[config.mk]
export PLATFORM = sky130hd
export DESIGN_NAME = load_combination_matcher
export DESIGN_NICKNAME = d
export VERILOG_FILES = /design/src/hw/rtl/lcm_pkg.sv /design/src/hw/rtl/lcm_div.sv /design/src/hw/rtl/lcm_dp.sv /design/src/hw/rtl/lcm_ctrl.sv /design/src/hw/rtl/load_combination_matcher.sv
export SDC_FILE = /design/constraint.sdc
export NUM_CORES = 2
export LEC_CHECK = 0
export BUFFER_PORTS_ARGS = -buffer_cell sky130_fd_sc_hd__buf_2
export CELL_PAD_IN_SITES_DETAIL_PLACEMENT = 1
export CELL_PAD_IN_SITES_GLOBAL_PLACEMENT = 1
export CORE_ASPECT_RATIO = 1.75
export CORE_MARGIN = 5
export CORE_UTILIZATION = 57
export DETAILED_ROUTE_END_ITERATION = 12
export PLACE_DENSITY = 0.87
export SLEW_MARGIN = 20
export SYNTH_ARGS = -nofsm -noshare
export SYNTH_HDL_FRONTEND = slang
export SYNTH_HIERARCHICAL = 1
export SYNTH_SLANG_ARGS = --single-unit
[constraint.sdc]
create_clock -name i_clk -period 16.2 [get_ports i_clk]
set_input_delay 0.81 -clock i_clk [delete_from_list [all_inputs] [get_ports i_clk]]
set_output_delay 0.81 -clock i_clk [all_outputs]
set_load 0.005 [all_outputs]
[src/hw/rtl/lcm_pkg.sv]
// Package for the load combination matcher: sizes, codes and item types.
// Used by every module of the block; depends on nothing.
package lcm_pkg;

    localparam int LOADS = 7;
    localparam int STATES = 3;
    localparam int DW = $clog2(STATES + 1);
    localparam int LW = $clog2(LOADS + 1);
    localparam int DEPTH = LOADS * STATES;
    localparam int AW = $clog2(DEPTH);
    localparam int PWR_W = 24;
    localparam int PH_W = 16;
    localparam int ENT_W = PWR_W + PH_W;
    localparam int PSUM_W = 27;
    localparam int WSUM_W = 42;
    localparam int DIV_N_W = 43;
    localparam int DIV_D_W = 26;
    localparam int QW = 15;
    localparam int SCORE_W = 17;
    localparam int CFG_IW = 2;
    localparam int CFG_DW = 16;
    localparam int Q15_ONE = 32768;
    localparam int PHASE_LIMIT = 18000;

    localparam logic [DW-1:0] OFF = DW'(STATES);

    typedef enum logic [CFG_IW-1:0] {
        CFG_SCORE_MODE,
        CFG_MIN_SIM,
        CFG_PHASE_CUTOFF,
        CFG_POWER_WEIGHT
    } t_cfg_idx;

    typedef enum logic [3:0] {
        OP_NONE,
        OP_WRITE,
        OP_QSTART,
        OP_CHECK,
        OP_ACC,
        OP_MIX,
        OP_MIXDONE,
        OP_SP,
        OP_SPDONE,
        OP_PH,
        OP_PHDONE,
        OP_MUL1,
        OP_MUL2,
        OP_CMP,
        OP_ADV,
        OP_OUT
    } t_op;

    typedef struct packed {
        t_op op;
    } t_cmd;

    typedef struct packed {
        logic mode;
        logic combo_ok;
        logic acc_done;
        logic mix_div;
        logic sp_div;
        logic ph_div;
        logic div_done;
        logic last_combo;
    } t_status;

    typedef struct packed {
        logic              cmd;
        logic [2:0]        load_index;
        logic [1:0]        state_index;
        logic              entry_valid;
        logic signed [23:0] entry_power;
        logic signed [15:0] entry_phase;
        logic signed [23:0] measured_power;
        logic signed [15:0] measured_phase;
    } t_in;

    typedef struct packed {
        logic              match_found;
        logic [1:0]        load0_state;
        logic [1:0]        load1_state;
        logic [1:0]        load2_state;
        logic [1:0]        load3_state;
        logic [1:0]        load4_state;
        logic [1:0]        load5_state;
        logic [1:0]        load6_state;
        logic [15:0]       best_similarity;
        logic signed [15:0] mixed_phase;
    } t_out;

endpackage

[src/hw/rtl/lcm_div.sv]
// Shift-subtract divider giving a 15-bit quotient, one bit per cycle.
// Depends on lcm_pkg for its widths.
module lcm_div (
    input  logic                         i_clk,
    input  logic                         i_rst_n,
    input  logic                         i_start,
    input  logic [lcm_pkg::DIV_N_W-1:0]  i_num,
    input  logic [lcm_pkg::DIV_D_W-1:0]  i_den,
    output logic                         o_done,
    output logic [lcm_pkg::QW-1:0]       o_quo
);
    localparam int CNT_W = $clog2(lcm_pkg::QW);
    localparam int DS_W = lcm_pkg::DIV_D_W + lcm_pkg::QW - 1;

    logic [lcm_pkg::DIV_N_W-1:0] r_rem;
    logic [DS_W-1:0]             r_ds;
    logic [lcm_pkg::QW-1:0]      r_q;
    logic [CNT_W-1:0]            r_cnt;
    logic                        r_busy;
    logic                        r_done;
    logic                        ge;

    assign ge = r_rem >= lcm_pkg::DIV_N_W'(r_ds);

    always_ff @(posedge i_clk) begin
        if (!i_rst_n) begin
            r_busy <= 1'b0;
            r_done <= 1'b0;
            r_cnt  <= '0;
        end else begin
            r_done <= 1'b0;
            if (i_start) begin
                r_busy <= 1'b1;
                r_cnt  <= '0;
            end else if (r_busy) begin
                r_cnt <= r_cnt + 1'b1;
                if (r_cnt == CNT_W'(lcm_pkg::QW - 1)) begin
                    r_busy <= 1'b0;
                    r_done <= 1'b1;
                end
            end
        end
    end

    always_ff @(posedge i_clk) begin
        if (i_start) begin
            r_rem <= i_num;
            r_ds  <= {i_den, (lcm_pkg::QW - 1)'(0)};
            r_q   <= '0;
        end else if (r_busy) begin
            if (ge) begin
                r_rem <= r_rem - lcm_pkg::DIV_N_W'(r_ds);
            end
            r_q  <= {r_q[lcm_pkg::QW-2:0], ge};
            r_ds <= r_ds >> 1;
        end
    end

    assign o_done = r_done;
    assign o_quo  = r_q;

endmodule

[src/hw/rtl/lcm_dp.sv]
// Datapath: configuration registers, signature store, sums, scoring and result register.
// Depends on lcm_pkg and lcm_div; driven by commands from lcm_ctrl.
module lcm_dp (
    input  logic                         i_clk,
    input  logic                         i_rst_n,
    input  lcm_pkg::t_cmd                i_cmd,
    input  lcm_pkg::t_in                 i_in_data,
    input  logic                         i_cfg_we,
    input  logic [lcm_pkg::CFG_IW-1:0]   i_cfg_index,
    input  logic [lcm_pkg::CFG_DW-1:0]   i_cfg_data,
    output lcm_pkg::t_status             o_status,
    output lcm_pkg::t_out                o_out_data
);
    localparam int DW = lcm_pkg::DW;
    localparam int LW = lcm_pkg::LW;
    localparam int AW = lcm_pkg::AW;
    localparam int SW = lcm_pkg::SCORE_W;
    localparam int MW = 2 * lcm_pkg::SCORE_W;
    localparam logic signed [15:0] PH_POS = 16'(lcm_pkg::PHASE_LIMIT);
    localparam logic signed [15:0] PH_NEG = -16'(lcm_pkg::PHASE_LIMIT);

    logic                          r_mode;
    logic [15:0]                   r_min_sim;
    logic [14:0]                   r_cutoff;
    logic [15:0]                   r_pw;

    logic [lcm_pkg::ENT_W-1:0]     r_mem [lcm_pkg::DEPTH];
    logic [lcm_pkg::STATES-1:0]    r_mask [lcm_pkg::LOADS];

    logic signed [23:0]            r_mp;
    logic signed [15:0]            r_mph;
    logic [DW-1:0]                 r_dg [lcm_pkg::LOADS];
    logic [DW-1:0]                 n_dg [lcm_pkg::LOADS];
    logic [LW-1:0]                 r_k;
    logic [lcm_pkg::ENT_W-1:0]     r_rd;
    logic                          r_rd_on;
    logic signed [lcm_pkg::PSUM_W-1:0] r_psum;
    logic signed [lcm_pkg::WSUM_W-1:0] r_wsum;
    logic signed [15:0]            r_mixed;
    logic [SW-1:0]                 r_sp;
    logic [SW-1:0]                 r_sph;
    logic [MW-1:0]                 r_prod;
    logic [SW-1:0]                 r_score;
    logic [SW-1:0]                 r_best;
    logic                          r_found;
    logic [DW-1:0]                 r_best_dg [lcm_pkg::LOADS];
    logic signed [15:0]            r_best_phase;
    lcm_pkg::t_out                 r_out;

    logic [AW-1:0]                 wr_addr;
    logic                          wr_ok;
    logic [DW-1:0]                 dg_k;
    logic [AW-1:0]                 rd_addr;
    logic                          rd_on;
    logic signed [23:0]            rd_power;
    logic signed [15:0]            rd_phase;
    logic signed [lcm_pkg::ENT_W-1:0] rd_prod;
    logic                          combo_ok;
    logic                          last_combo;
    logic                          carry;
    logic                          use_meas;
    logic [lcm_pkg::WSUM_W-1:0]    abs_w;
    logic [lcm_pkg::PSUM_W-1:0]    abs_p;
    logic                          big;
    logic                          mix_neg;
    logic                          mix_div;
    logic [23:0]                   d_p;
    logic signed [lcm_pkg::PSUM_W:0] diff_p;
    logic [lcm_pkg::PSUM_W:0]      e_p;
    logic                          sp_zero;
    logic [15:0]                   d_h;
    logic signed [16:0]            diff_h;
    logic [16:0]                   e_h;
    logic                          ph_zero;
    logic [SW-1:0]                 w_eff;
    logic [SW-1:0]                 w_ph;
    logic [MW-1:0]                 mix_sum;
    logic [SW-1:0]                 cur_score;
    logic [lcm_pkg::QW-1:0]        q_mag;
    logic                          div_start;
    logic [lcm_pkg::DIV_N_W-1:0]   div_num;
    logic [lcm_pkg::DIV_D_W-1:0]   div_den;
    logic                          div_done;
    logic [lcm_pkg::QW-1:0]        div_quo;

    lcm_div u_div (
        .i_clk   (i_clk),
        .i_rst_n (i_rst_n),
        .i_start (div_start),
        .i_num   (div_num),
        .i_den   (div_den),
        .o_done  (div_done),
        .o_quo   (div_quo)
    );

    assign wr_addr = AW'(i_in_data.load_index) * AW'(lcm_pkg::STATES)
                   + AW'(i_in_data.state_index);
    assign wr_ok = (32'(i_in_data.load_index) < lcm_pkg::LOADS)
                && (32'(i_in_data.state_index) < lcm_pkg::STATES);

    assign dg_k    = (32'(r_k) < lcm_pkg::LOADS) ? r_dg[r_k] : lcm_pkg::OFF;
    assign rd_on   = (32'(r_k) < lcm_pkg::LOADS) && (dg_k != lcm_pkg::OFF);
    assign rd_addr = AW'(r_k) * AW'(lcm_pkg::STATES) + AW'(dg_k);
    assign rd_power = r_rd[lcm_pkg::ENT_W-1:lcm_pkg::PH_W];
    assign rd_phase = r_rd[lcm_pkg::PH_W-1:0];
    assign rd_prod  = rd_power * rd_phase;

    always_comb begin
        combo_ok   = 1'b1;
        last_combo = 1'b1;
        for (int i = 0; i < lcm_pkg::LOADS; i++) begin
            if (r_dg[i] != lcm_pkg::OFF) begin
                last_combo = 1'b0;
                if (!r_mask[i][r_dg[i]]) begin
                    combo_ok = 1'b0;
                end
            end
        end
    end

    always_comb begin
        carry = 1'b1;
        for (int i = lcm_pkg::LOADS - 1; i >= 0; i--) begin
            n_dg[i] = r_dg[i];
            if (carry) begin
                if (r_dg[i] == lcm_pkg::OFF) begin
                    n_dg[i] = '0;
                end else begin
                    n_dg[i] = r_dg[i] + 1'b1;
                    carry   = 1'b0;
                end
            end
        end
    end

    assign use_meas = $signed({r_mph[15], r_mph}) < $signed({2'b00, r_cutoff});
    assign abs_w    = r_wsum[lcm_pkg::WSUM_W-1] ? lcm_pkg::WSUM_W'(-r_wsum)
                                                 : lcm_pkg::WSUM_W'(r_wsum);
    assign abs_p    = r_psum[lcm_pkg::PSUM_W-1] ? lcm_pkg::PSUM_W'(-r_psum)
                                                 : lcm_pkg::PSUM_W'(r_psum);
    assign big      = abs_w >= {abs_p, lcm_pkg::QW'(0)};
    assign mix_neg  = r_wsum[lcm_pkg::WSUM_W-1] ^ r_psum[lcm_pkg::PSUM_W-1];
    assign mix_div  = !use_meas && (r_psum != '0) && !big;

    assign d_p     = r_mp[23] ? 24'(-r_mp) : 24'(r_mp);
    assign diff_p  = (lcm_pkg::PSUM_W+1)'(r_psum) - (lcm_pkg::PSUM_W+1)'(r_mp);
    assign e_p     = diff_p[lcm_pkg::PSUM_W] ? (lcm_pkg::PSUM_W+1)'(-diff_p)
                                             : (lcm_pkg::PSUM_W+1)'(diff_p);
    assign sp_zero = (d_p == '0) || (e_p >= (lcm_pkg::PSUM_W+1)'(d_p));

    assign d_h     = r_mph[15] ? 16'(-r_mph) : 16'(r_mph);
    assign diff_h  = 17'(r_mixed) - 17'(r_mph);
    assign e_h     = diff_h[16] ? 17'(-diff_h) : 17'(diff_h);
    assign ph_zero = (d_h == '0) || (e_h >= 17'(d_h));

    assign w_eff     = (32'(r_pw) > lcm_pkg::Q15_ONE) ? SW'(lcm_pkg::Q15_ONE) : SW'(r_pw);
    assign w_ph      = SW'(lcm_pkg::Q15_ONE) - w_eff;
    assign mix_sum   = r_prod + MW'(r_sph) * MW'(w_ph);
    assign cur_score = r_mode ? r_score : r_sp;
    assign q_mag     = (32'(div_quo) > lcm_pkg::PHASE_LIMIT) ? lcm_pkg::QW'(lcm_pkg::PHASE_LIMIT)
                                                              : div_quo;

    always_comb begin
        div_start = 1'b0;
        div_num   = lcm_pkg::DIV_N_W'(abs_w);
        div_den   = lcm_pkg::DIV_D_W'(abs_p);
        unique case (i_cmd.op)
            lcm_pkg::OP_MIX: begin
                div_start = mix_div;
            end
            lcm_pkg::OP_SP: begin
                div_start = !sp_zero;
                div_num   = lcm_pkg::DIV_N_W'({e_p, lcm_pkg::QW'(0)});
                div_den   = lcm_pkg::DIV_D_W'(d_p);
            end
            lcm_pkg::OP_PH: begin
                div_start = !ph_zero;
                div_num   = lcm_pkg::DIV_N_W'({e_h, lcm_pkg::QW'(0)});
                div_den   = lcm_pkg::DIV_D_W'(d_h);
            end
            default: begin
                div_start = 1'b0;
            end
        endcase
    end

    always_ff @(posedge i_clk) begin
        if (!i_rst_n) begin
            r_mode    <= 1'b0;
            r_min_sim <= 16'd26214;
            r_cutoff  <= 15'd2000;
            r_pw      <= 16'd22938;
        end else if (i_cfg_we) begin
            unique case (lcm_pkg::t_cfg_idx'(i_cfg_index))
                lcm_pkg::CFG_SCORE_MODE:   r_mode    <= i_cfg_data[0];
                lcm_pkg::CFG_MIN_SIM:      r_min_sim <= i_cfg_data;
                lcm_pkg::CFG_PHASE_CUTOFF: r_cutoff  <= i_cfg_data[14:0];
                lcm_pkg::CFG_POWER_WEIGHT: r_pw      <= i_cfg_data;
            endcase
        end
    end

    always_ff @(posedge i_clk) begin
        if (!i_rst_n) begin
            for (int i = 0; i < lcm_pkg::LOADS; i++) begin
                r_mask[i] <= '0;
            end
        end else if (i_cmd.op == lcm_pkg::OP_WRITE && wr_ok) begin
            r_mask[i_in_data.load_index][i_in_data.state_index] <= i_in_data.entry_valid;
        end
    end

    always_ff @(posedge i_clk) begin
        if (i_cmd.op == lcm_pkg::OP_WRITE && wr_ok) begin
            r_mem[wr_addr] <= {i_in_data.entry_power, i_in_data.entry_phase};
        end
        if (i_cmd.op == lcm_pkg::OP_ACC && rd_on) begin
            r_rd <= r_mem[rd_addr];
        end
    end

    always_ff @(posedge i_clk) begin
        unique case (i_cmd.op)
            lcm_pkg::OP_QSTART: begin
                r_mp         <= i_in_data.measured_power;
                r_mph        <= i_in_data.measured_phase;
                r_best       <= SW'(r_min_sim);
                r_found      <= 1'b0;
                r_best_phase <= '0;
                for (int i = 0; i < lcm_pkg::LOADS; i++) begin
                    r_dg[i]      <= '0;
                    r_best_dg[i] <= lcm_pkg::OFF;
                end
            end
            lcm_pkg::OP_CHECK: begin
                r_k     <= '0;
                r_rd_on <= 1'b0;
                r_psum  <= '0;
                r_wsum  <= '0;
            end
            lcm_pkg::OP_ACC: begin
                if (r_rd_on) begin
                    r_psum <= r_psum + lcm_pkg::PSUM_W'(rd_power);
                    r_wsum <= r_wsum + lcm_pkg::WSUM_W'(rd_prod);
                end
                r_rd_on <= rd_on;
                r_k     <= r_k + 1'b1;
            end
            lcm_pkg::OP_MIX: begin
                if (use_meas) begin
                    r_mixed <= r_mph;
                end else if (r_psum == '0) begin
                    r_mixed <= '0;
                end else if (big) begin
                    r_mixed <= mix_neg ? PH_NEG : PH_POS;
                end
            end
            lcm_pkg::OP_MIXDONE: begin
                r_mixed <= mix_neg ? -16'(q_mag) : 16'(q_mag);
            end
            lcm_pkg::OP_SP: begin
                r_sp <= '0;
            end
            lcm_pkg::OP_SPDONE: begin
                r_sp <= SW'(lcm_pkg::Q15_ONE) - SW'(div_quo);
            end
            lcm_pkg::OP_PH: begin
                r_sph <= '0;
            end
            lcm_pkg::OP_PHDONE: begin
                r_sph <= SW'(lcm_pkg::Q15_ONE) - SW'(div_quo);
            end
            lcm_pkg::OP_MUL1: begin
                r_prod <= MW'(r_sp) * MW'(w_eff);
            end
            lcm_pkg::OP_MUL2: begin
                r_score <= mix_sum[SW+14:15];
            end
            lcm_pkg::OP_CMP: begin
                if (cur_score > r_best) begin
                    r_best       <= cur_score;
                    r_found      <= 1'b1;
                    r_best_phase <= r_mixed;
                    for (int i = 0; i < lcm_pkg::LOADS; i++) begin
                        r_best_dg[i] <= r_dg[i];
                    end
                end
            end
            lcm_pkg::OP_ADV: begin
                for (int i = 0; i < lcm_pkg::LOADS; i++) begin
                    r_dg[i] <= n_dg[i];
                end
            end
            lcm_pkg::OP_OUT: begin
                r_out.match_found     <= r_found;
                r_out.load0_state     <= r_best_dg[0][1:0];
                r_out.load1_state     <= r_best_dg[1][1:0];
                r_out.load2_state     <= r_best_dg[2][1:0];
                r_out.load3_state     <= r_best_dg[3][1:0];
                r_out.load4_state     <= r_best_dg[4][1:0];
                r_out.load5_state     <= r_best_dg[5][1:0];
                r_out.load6_state     <= r_best_dg[6][1:0];
                r_out.best_similarity <= r_found ? r_best[15:0] : 16'd0;
                r_out.mixed_phase     <= r_found ? r_best_phase : 16'sd0;
            end
            default: begin
                r_k <= r_k;
            end
        endcase
    end

    assign o_status.mode       = r_mode;
    assign o_status.combo_ok   = combo_ok;
    assign o_status.acc_done   = (r_k == LW'(lcm_pkg::LOADS));
    assign o_status.mix_div    = mix_div;
    assign o_status.sp_div     = !sp_zero;
    assign o_status.ph_div     = !ph_zero;
    assign o_status.div_done   = div_done;
    assign o_status.last_combo = last_combo;
    assign o_out_data          = r_out;

endmodule

[src/hw/rtl/lcm_ctrl.sv]
// Controller state machine: sequences writes, the combination walk and result hand-off.
// Depends on lcm_pkg; commands lcm_dp through a command struct.
module lcm_ctrl (
    input  logic              i_clk,
    input  logic              i_rst_n,
    input  logic              i_in_valid,
    output logic              o_in_ready,
    input  logic              i_in_cmd,
    output logic              o_out_valid,
    input  logic              i_out_ready,
    input  lcm_pkg::t_status  i_status,
    output lcm_pkg::t_cmd     o_cmd
);
    typedef enum logic [3:0] {
        S_IDLE, S_CHECK, S_ACC, S_MIX, S_MIXW, S_SP, S_SPW,
        S_PH, S_PHW, S_MUL1, S_MUL2, S_CMP, S_ADV, S_OUT
    } t_state;

    t_state r_state;
    logic   r_out_valid;
    logic   in_acc;
    logic   out_free;

    assign in_acc   = i_in_valid && (r_state == S_IDLE);
    assign out_free = !r_out_valid || i_out_ready;

    always_comb begin
        o_cmd.op = lcm_pkg::OP_NONE;
        unique case (r_state)
            S_IDLE:  o_cmd.op = in_acc ? (i_in_cmd ? lcm_pkg::OP_QSTART : lcm_pkg::OP_WRITE)
                                       : lcm_pkg::OP_NONE;
            S_CHECK: o_cmd.op = lcm_pkg::OP_CHECK;
            S_ACC:   o_cmd.op = lcm_pkg::OP_ACC;
            S_MIX:   o_cmd.op = lcm_pkg::OP_MIX;
            S_MIXW:  o_cmd.op = i_status.div_done ? lcm_pkg::OP_MIXDONE : lcm_pkg::OP_NONE;
            S_SP:    o_cmd.op = lcm_pkg::OP_SP;
            S_SPW:   o_cmd.op = i_status.div_done ? lcm_pkg::OP_SPDONE : lcm_pkg::OP_NONE;
            S_PH:    o_cmd.op = lcm_pkg::OP_PH;
            S_PHW:   o_cmd.op = i_status.div_done ? lcm_pkg::OP_PHDONE : lcm_pkg::OP_NONE;
            S_MUL1:  o_cmd.op = lcm_pkg::OP_MUL1;
            S_MUL2:  o_cmd.op = lcm_pkg::OP_MUL2;
            S_CMP:   o_cmd.op = lcm_pkg::OP_CMP;
            S_ADV:   o_cmd.op = lcm_pkg::OP_ADV;
            S_OUT:   o_cmd.op = out_free ? lcm_pkg::OP_OUT : lcm_pkg::OP_NONE;
            default: o_cmd.op = lcm_pkg::OP_NONE;
        endcase
    end

    always_ff @(posedge i_clk) begin
        if (!i_rst_n) begin
            r_state     <= S_IDLE;
            r_out_valid <= 1'b0;
        end else begin
            if (r_out_valid && i_out_ready) begin
                r_out_valid <= 1'b0;
            end
            unique case (r_state)
                S_IDLE: begin
                    if (in_acc && i_in_cmd) begin
                        r_state <= S_CHECK;
                    end
                end
                S_CHECK: r_state <= i_status.combo_ok ? S_ACC : S_ADV;
                S_ACC: begin
                    if (i_status.acc_done) begin
                        r_state <= S_MIX;
                    end
                end
                S_MIX: r_state <= i_status.mix_div ? S_MIXW : S_SP;
                S_MIXW: begin
                    if (i_status.div_done) begin
                        r_state <= S_SP;
                    end
                end
                S_SP: begin
                    if (i_status.sp_div) begin
                        r_state <= S_SPW;
                    end else begin
                        r_state <= i_status.mode ? S_PH : S_CMP;
                    end
                end
                S_SPW: begin
                    if (i_status.div_done) begin
                        r_state <= i_status.mode ? S_PH : S_CMP;
                    end
                end
                S_PH: r_state <= i_status.ph_div ? S_PHW : S_MUL1;
                S_PHW: begin
                    if (i_status.div_done) begin
                        r_state <= S_MUL1;
                    end
                end
                S_MUL1: r_state <= S_MUL2;
                S_MUL2: r_state <= S_CMP;
                S_CMP:  r_state <= S_ADV;
                S_ADV:  r_state <= i_status.last_combo ? S_OUT : S_CHECK;
                S_OUT: begin
                    if (out_free) begin
                        r_out_valid <= 1'b1;
                        r_state     <= S_IDLE;
                    end
                end
                default: r_state <= S_IDLE;
            endcase
        end
    end

    assign o_in_ready  = (r_state == S_IDLE);
    assign o_out_valid = r_out_valid;

endmodule

[src/hw/rtl/load_combination_matcher.sv]
// Top level of the load combination matcher: joins controller and datapath.
// Depends on lcm_pkg, lcm_ctrl, lcm_dp and lcm_div.
//
// A write item (cmd 0) stores one load signature. A query
// item (cmd 1) walks all 16384 off/state combinations of the seven loads and
// returns one result item. A combination with an unrecorded state is skipped;
// every other is scored in power-only or in weighted mode, with each division it
// needs (the mixed phase, the power score and, in weighted mode, the phase score)
// done on one shared bit-per-cycle divider. A finished result waits in an output
// register, and the next item is taken while it waits.
module load_combination_matcher (
    input  logic                        i_clk,
    input  logic                        i_rst_n,
    input  logic                        i_in_valid,
    output logic                        o_in_ready,
    input  lcm_pkg::t_in                i_in_data,
    output logic                        o_out_valid,
    input  logic                        i_out_ready,
    output lcm_pkg::t_out               o_out_data,
    input  logic                        i_cfg_we,
    input  logic [lcm_pkg::CFG_IW-1:0]  i_cfg_index,
    input  logic [lcm_pkg::CFG_DW-1:0]  i_cfg_data
);
    lcm_pkg::t_cmd    cmd;
    lcm_pkg::t_status status;

    lcm_ctrl u_ctrl (
        .i_clk       (i_clk),
        .i_rst_n     (i_rst_n),
        .i_in_valid  (i_in_valid),
        .o_in_ready  (o_in_ready),
        .i_in_cmd    (i_in_data.cmd),
        .o_out_valid (o_out_valid),
        .i_out_ready (i_out_ready),
        .i_status    (status),
        .o_cmd       (cmd)
    );

    lcm_dp u_dp (
        .i_clk       (i_clk),
        .i_rst_n     (i_rst_n),
        .i_cmd       (cmd),
        .i_in_data   (i_in_data),
        .i_cfg_we    (i_cfg_we),
        .i_cfg_index (i_cfg_index),
        .i_cfg_data  (i_cfg_data),
        .o_status    (status),
        .o_out_data  (o_out_data)
    );

endmodule

== Word-level counts from Yosys, hierarchy flattened ==
Memory sizes are Yosys's and may differ from the RTL's. A register that Yosys moved wholly into a read port is not among the register bits.
Cells that the tools add are included.
Storage, ports and cells
  ROM bits: 0
  bits in writable memories: 889
  register bits: 436
  logic and storage cells: 358
  bits in latches: 0
  memories: 4
  output and inout bits: 49
Operators by class
  $add $sub $neg: 26
  multiplexer cells: 156
  divide/modulo/power cells: 0
  shifts and indexed selects: 0
  order comparisons: 20
  reduce and logical (&&, ||, !) cells: 43
  $mul: 5
  equal/unequal tests: 57
  bitwise operators: 17
Memories
  u_dp.r_mem: depth 21, width 40, rd ports 1, clocked after memory_dff 1, write ports 1, RTL line lcm_dp.sv:27  | logic [lcm_pkg::ENT_W-1:0] r_mem [lcm_pkg::DEPTH];
  u_dp.r_mask: depth 7, width 3, rd ports 7, clocked after memory_dff 0, write ports 7, RTL line lcm_dp.sv:28  | logic [lcm_pkg::STATES-1:0] r_mask [lcm_pkg::LOADS];
  u_dp.r_best_dg: depth 7, width 2, rd ports 7, clocked after memory_dff 7, write ports 7, RTL line lcm_dp.sv:46  | logic [DW-1:0] r_best_dg [lcm_pkg::LOADS];
  u_dp.r_dg: depth 7, width 2, rd ports 8, clocked after memory_dff 1, write ports 7, RTL line lcm_dp.sv:32  | logic [DW-1:0] r_dg [lcm_pkg::LOADS];
Operators with widths (count)
  43-bit two-way mux: 3
  16-bit two-way mux: 8
  4-bit case mux with 14 select lines: 2
  17-bit case mux with 2 select lines: 3
  43-bit case mux with 2 select lines: 1
  42-bit two-way mux: 2
  42-bit case mux with 2 select lines: 1
  40-bit two-way mux: 2
  16-bit case mux with 2 select lines: 2
  1-bit two-way mux: 61
  4-bit == test, second input constant: 15
  2-bit two-way mux: 29
  4-bit two-way mux: 14
  27-bit two-way mux: 2
  27-bit case mux with 2 select lines: 1
  26-bit case mux with 2 select lines: 1
  17-bit two-way mux: 3
  43-bit by 40-bit >= comparator with 1-bit output: 1
  43-bit by 40-bit subtractor with 43-bit output: 1
  42-bit by 40-bit adder with 42-bit output: 1
  42-bit >= comparator: 1
  42-bit negator: 1
  24-bit by 16-bit multiplier with 40-bit output: 1
  32-bit adder: 1
  other kinds (63): 167

== Longest topological paths before layout ==
An unclocked memory read counts as a cell.
  word-level depth: 19
  gate-level depth with buffers: 40
  mapped depth without buffers: 35

== Modules after synthesis ==
The synthesis kept the hierarchy.
Modules (own cells, without submodules)
  lcm_dp: cells an instance 7614, instances 1, area each 91074.8 um^2
  lcm_div: cells an instance 758, instances 1, area each 6867.8 um^2
  lcm_ctrl: cells an instance 78, instances 1, area each 538.0 um^2

== Least setup slack after synthesis ==
OpenSTA, ideal clock, no wires.
  kind: flip-flop to flip-flop
  start: reg u_dp.r_pw[9]
  end: reg u_dp.r_score[14], data pin
  required time: 15939 ps
  path buffers: 5
  library setup time: 261 ps
  cell stages (with the launch flop): 40
  setup slack: 6689 ps
  arrival time: 9251 ps
  clock period less this slack: 9511 ps
  path through: dfxtp_1 > clkbuf_1 > or4_1 > or3_1 > o31ai_1 > clkbuf_1 > and2_1 > clkbuf_1 > inv_1 > ha_1 > nand2_1 > or3_1 > clkbuf_1 > nor3_1 > xnor2_1 > clkbuf_1 > nand2_1 > fa_1 > [4 not listed] > inv_1 > fa_1 > fa_1 > inv_1 > fa_1 > inv_1 > ha_1 > o21a_1 > o21a_1 > o21ai_0 > o21a_1 > a211oi_1 > a311o_1 > nand2_1 > a21boi_0 > o21a_1 > o21ai_0 > a21oi_1
On the way
  word-level cells in the longest chain between the ends: 5
Ends and longest elaborated chain
  start, declared: RTL line lcm_dp.sv:25  | logic [15:0] r_pw;
  start signal, assigned: RTL line lcm_dp.sv:198  | lcm_pkg::CFG_POWER_WEIGHT: r_pw <= i_cfg_data;
  16-bit greater-than comparator: RTL line lcm_dp.sv:156  | assign w_eff = (32'(r_pw) > lcm_pkg::Q15_ONE) ? SW'(lcm_pkg::Q15_ONE) : SW'(r_pw);
  16-bit two-way mux *: RTL line lcm_dp.sv:156
  16-bit by 17-bit subtractor with 17-bit output *: RTL line lcm_dp.sv:157  | assign w_ph = SW'(lcm_pkg::Q15_ONE) - w_eff;
  17-bit by 17-bit multiplier with 32-bit output *: RTL line lcm_dp.sv:158  | assign mix_sum = r_prod + MW'(r_sph) * MW'(w_ph);
  32-bit adder *: RTL line lcm_dp.sv:158
  net u_dp.mix_sum[29]: RTL line lcm_dp.sv:77  | logic [MW-1:0] mix_sum;
  end signal, assigned: RTL line lcm_dp.sv:277  | r_score <= mix_sum[SW+14:15];
  end, declared: RTL line lcm_dp.sv:43  | logic [SW-1:0] r_score;
The timed path passes the listed nets; every way through them passes the cells marked *.
A chain may end at the register's enable or synchronous reset.

== Worst setup path after layout ==
  start: reg u_dp.r_pw[8]
  end: reg u_dp.r_score[16], data pin
The elaborated chain is that of the path after synthesis.

==> impl_results.md <==
- Area delta synth->final: 7.949%
- GP Congestion: 0.9695
- Port-buffer cells: 158
- # nets final: 10.03k
- First-pass DRT Iterations: 6
- Post-synth top cells: edfxtp_1 (1286), inv_1 (1169), nand2_1 (1011)
- Min-delay worst type: primary input to flop
- EDFF count, synth: 1286
- # Post-CTS Setup Buffers: 0
- Slew headroom: 17.34%
- Routed vias: 70.73k
- Peak Freq: 0.08819 GHz
- Die Area: 0.1815 mm2
- Largest net degree at the start of global routing: 149
- TritonCTS clock tree: done
- Status: completed
- Gr usage total: 36.85%
- Fin. Hold Viols: 0
- Bufs on Longest Clock Path: 4
- Layout fillers: 17.21k
- Vias in the first global route: 79.39k
- Root Buffer: clkbuf_16
- Final setup violation count: 0
- Die Y: 559.9 um
- WL/cell: 30.97 um
- CP arrival: 11.97 ns
- Most frequent cell after synthesis: edfxtp_1
- Post-place setup slack: 4.980 ns
- Clk sinks: 1380
- Final period utilization: 69.99%
- Drt initial violations: 6513
- Total Neg Setup Slack: 0 ns
- H-tree Lvls: 4
- Global-route wire length before repair: 498300 um
- Post-CTS sizing: 0
- Clock transition at path regs: 0.06 ns
- Worst-skew pair later-pin latency: 0.84 ns
- I/O Pins: 159
- Ranking of synthesized cells by area: edfxtp_1 (39%), fa_1 (18%), ha_1 (7.0%)
- Max incr delay on CP: 0.76 ns
- Crit path launch type: flop
- Crit-path max FO: 52
- Cell row count: 201
- Core Footprint: 0.1715 mm2
- DRC Markers: 0
- Sequential share of the synthesized area: 41.12%
- Post-route ant nets: 0
- Slew @ Worst Pin: 1.239 ns
- Slew Limit Fails: 0
- Initial Util: 57.42%
- Yosys cell types: 115
- Synth area leader: edfxtp_1
- Multi-input logic area: 0.05242 mm2
- Post-Syn Area: 0.09848 mm2
- HPWL after DPL: 228400 um
- Synth Instances: 8450
- Initial antenna violation count: 25
- Yosys warns: 6
- Syn nets: 9978
- Post-DR vias/cell: 6.522
- CP Capture Type: flop
- Crit path buffers/inverters: 9
- CP delay by family, top: adder cells
- WL final: 335900 um
- Ratio of cells with drive above 1 in the final layout: 10.20%
- GRT overflow: 0
- Final period demand of the worst path: 11.34 ns
- Final clock skew: 0.07592 ns
- Final Worst Setup Slack: 4.861 ns
- Max-capacitance violation count: 0
- Top-area cell type share of the netlist area: 39.21%
- Post-synth ARST share: 0%
- #FFs+latches synth: 1380
- Hold buffer count at CTS: 0
- Critical Path RT: 16.83 ns
- R2R setup slack: 4.86 ns
- Register area: 0.04050 mm2
- RSZ-0062 raised after global routing: no
- Syn Area/Cell: 11.65 um2
- Synth Flop Type: edfxtp_1
- Slowest CP cell: and2_1
- Num CTS Buffers: 142
- Die Width: 324.2 um
- Kind of critical path: flop to flop
## cell families after synthesis
logic type      after synthesis  share of synthesized area [%]
mux                         361                          6.787
compound gates             1069                          7.111
flops                      1380                          41.12
simple gates               2357                          11.42
xor+xnor                    330                          2.935
buf+inv                    1535                          6.021
fa+ha+maj                  1418                          24.60
## layout by cell type (no fill, tap or decap), types with 34 or more instances in the layout
cell,instances
edfxtp_1,1286
inv_1,1167
nand2_1,1009
fa_1,863
ha_1,552
nor2_1,357
and2_1,318
o21ai_0,279
mux4_2,242
a21oi_1,230
xnor2_1,210
buf_2,158
clkbuf_16,144
xor2_1,117
buf_4,110
nand3_1,103
and3_1,102
a21o_1,97
dfxtp_1,93
nor3_1,90
mux2i_1,85
o31ai_1,71
nand2b_1,63
o21a_1,60
nor2b_1,43
nand4_1,40
a211oi_1,35
or3_1,34
mux2_2,34
## through the flow
step / std cells / utilization [%] / cell area [um2] / hold slack [ns]
global route: 10837 / 61.97 / 106300 / 0.1596
finish: 10844 / 61.98 / 106300 / 0.1730
floorplan: 8450 / - / 98480 / 0.4003
CTS: 10832 / 61.95 / 106300 / 0.1288
global placement: 10589 / 59.32 / 101800 / 0.4428
detailed placement: 10589 / 59.32 / 101800 / 0.4413
## registers in the layout, summed over array words and instances, names as in the netlist, 16 cells and up, named ones only
signal,count
u_dp/r_mem,840
u_dp/o_out_data,47
u_dp/u_div/r_rem,43
u_dp/r_wsum,42
u_dp/r_rd,40
u_dp/u_div/r_ds,40
u_dp/r_prod,32
u_dp/r_psum,27
u_dp/r_mp,24
u_dp/r_mask,21
u_dp/r_best,17
u_dp/r_score,17
u_dp/r_best_phase,16
u_dp/r_min_sim,16
u_dp/r_mixed,16
u_dp/r_mph,16
u_dp/r_pw,16
u_dp/r_sp,16
u_dp/r_sph,16
## final timing paths
kind / from / endpoint / depth (start not counted)
worst max-delay path: u_dp/r_pw[8] / u_dp/r_score[16] / 38
worst min-delay path: i_in_data[5] / u_dp/r_mph[5] / 1
worst max register to register: u_dp/r_pw[8] / u_dp/r_score[16] / 38
worst min register to register: u_dp/r_best_dg[6][0] / u_dp/o_out_data[32] / 0
## metal layers
layer | share of wire [%] | GRT usage [%] | wire [um]
met5 | 0.046 | 0 | 154
met4 | 9.6 | 27.68 | 32130
met3 | 7.3 | 6.822 | 24400
met2 | 51 | 64.81 | 171800
met1 | 32 | 38.87 | 107400
## layout make-up
class,count,area share (%)
tap,2233,2.628
sequential,1380,38.10
clock inverter,69,0.7203
clock buffer,174,3.514
antenna,11,0.02589
multi-input combinational,5535,49.31
timing repair buffer,271,1.572
inverter,1171,4.136
Power is not shown: default switching activity piles up to over one toggle a cycle in this logic, so the estimate is an artifact.
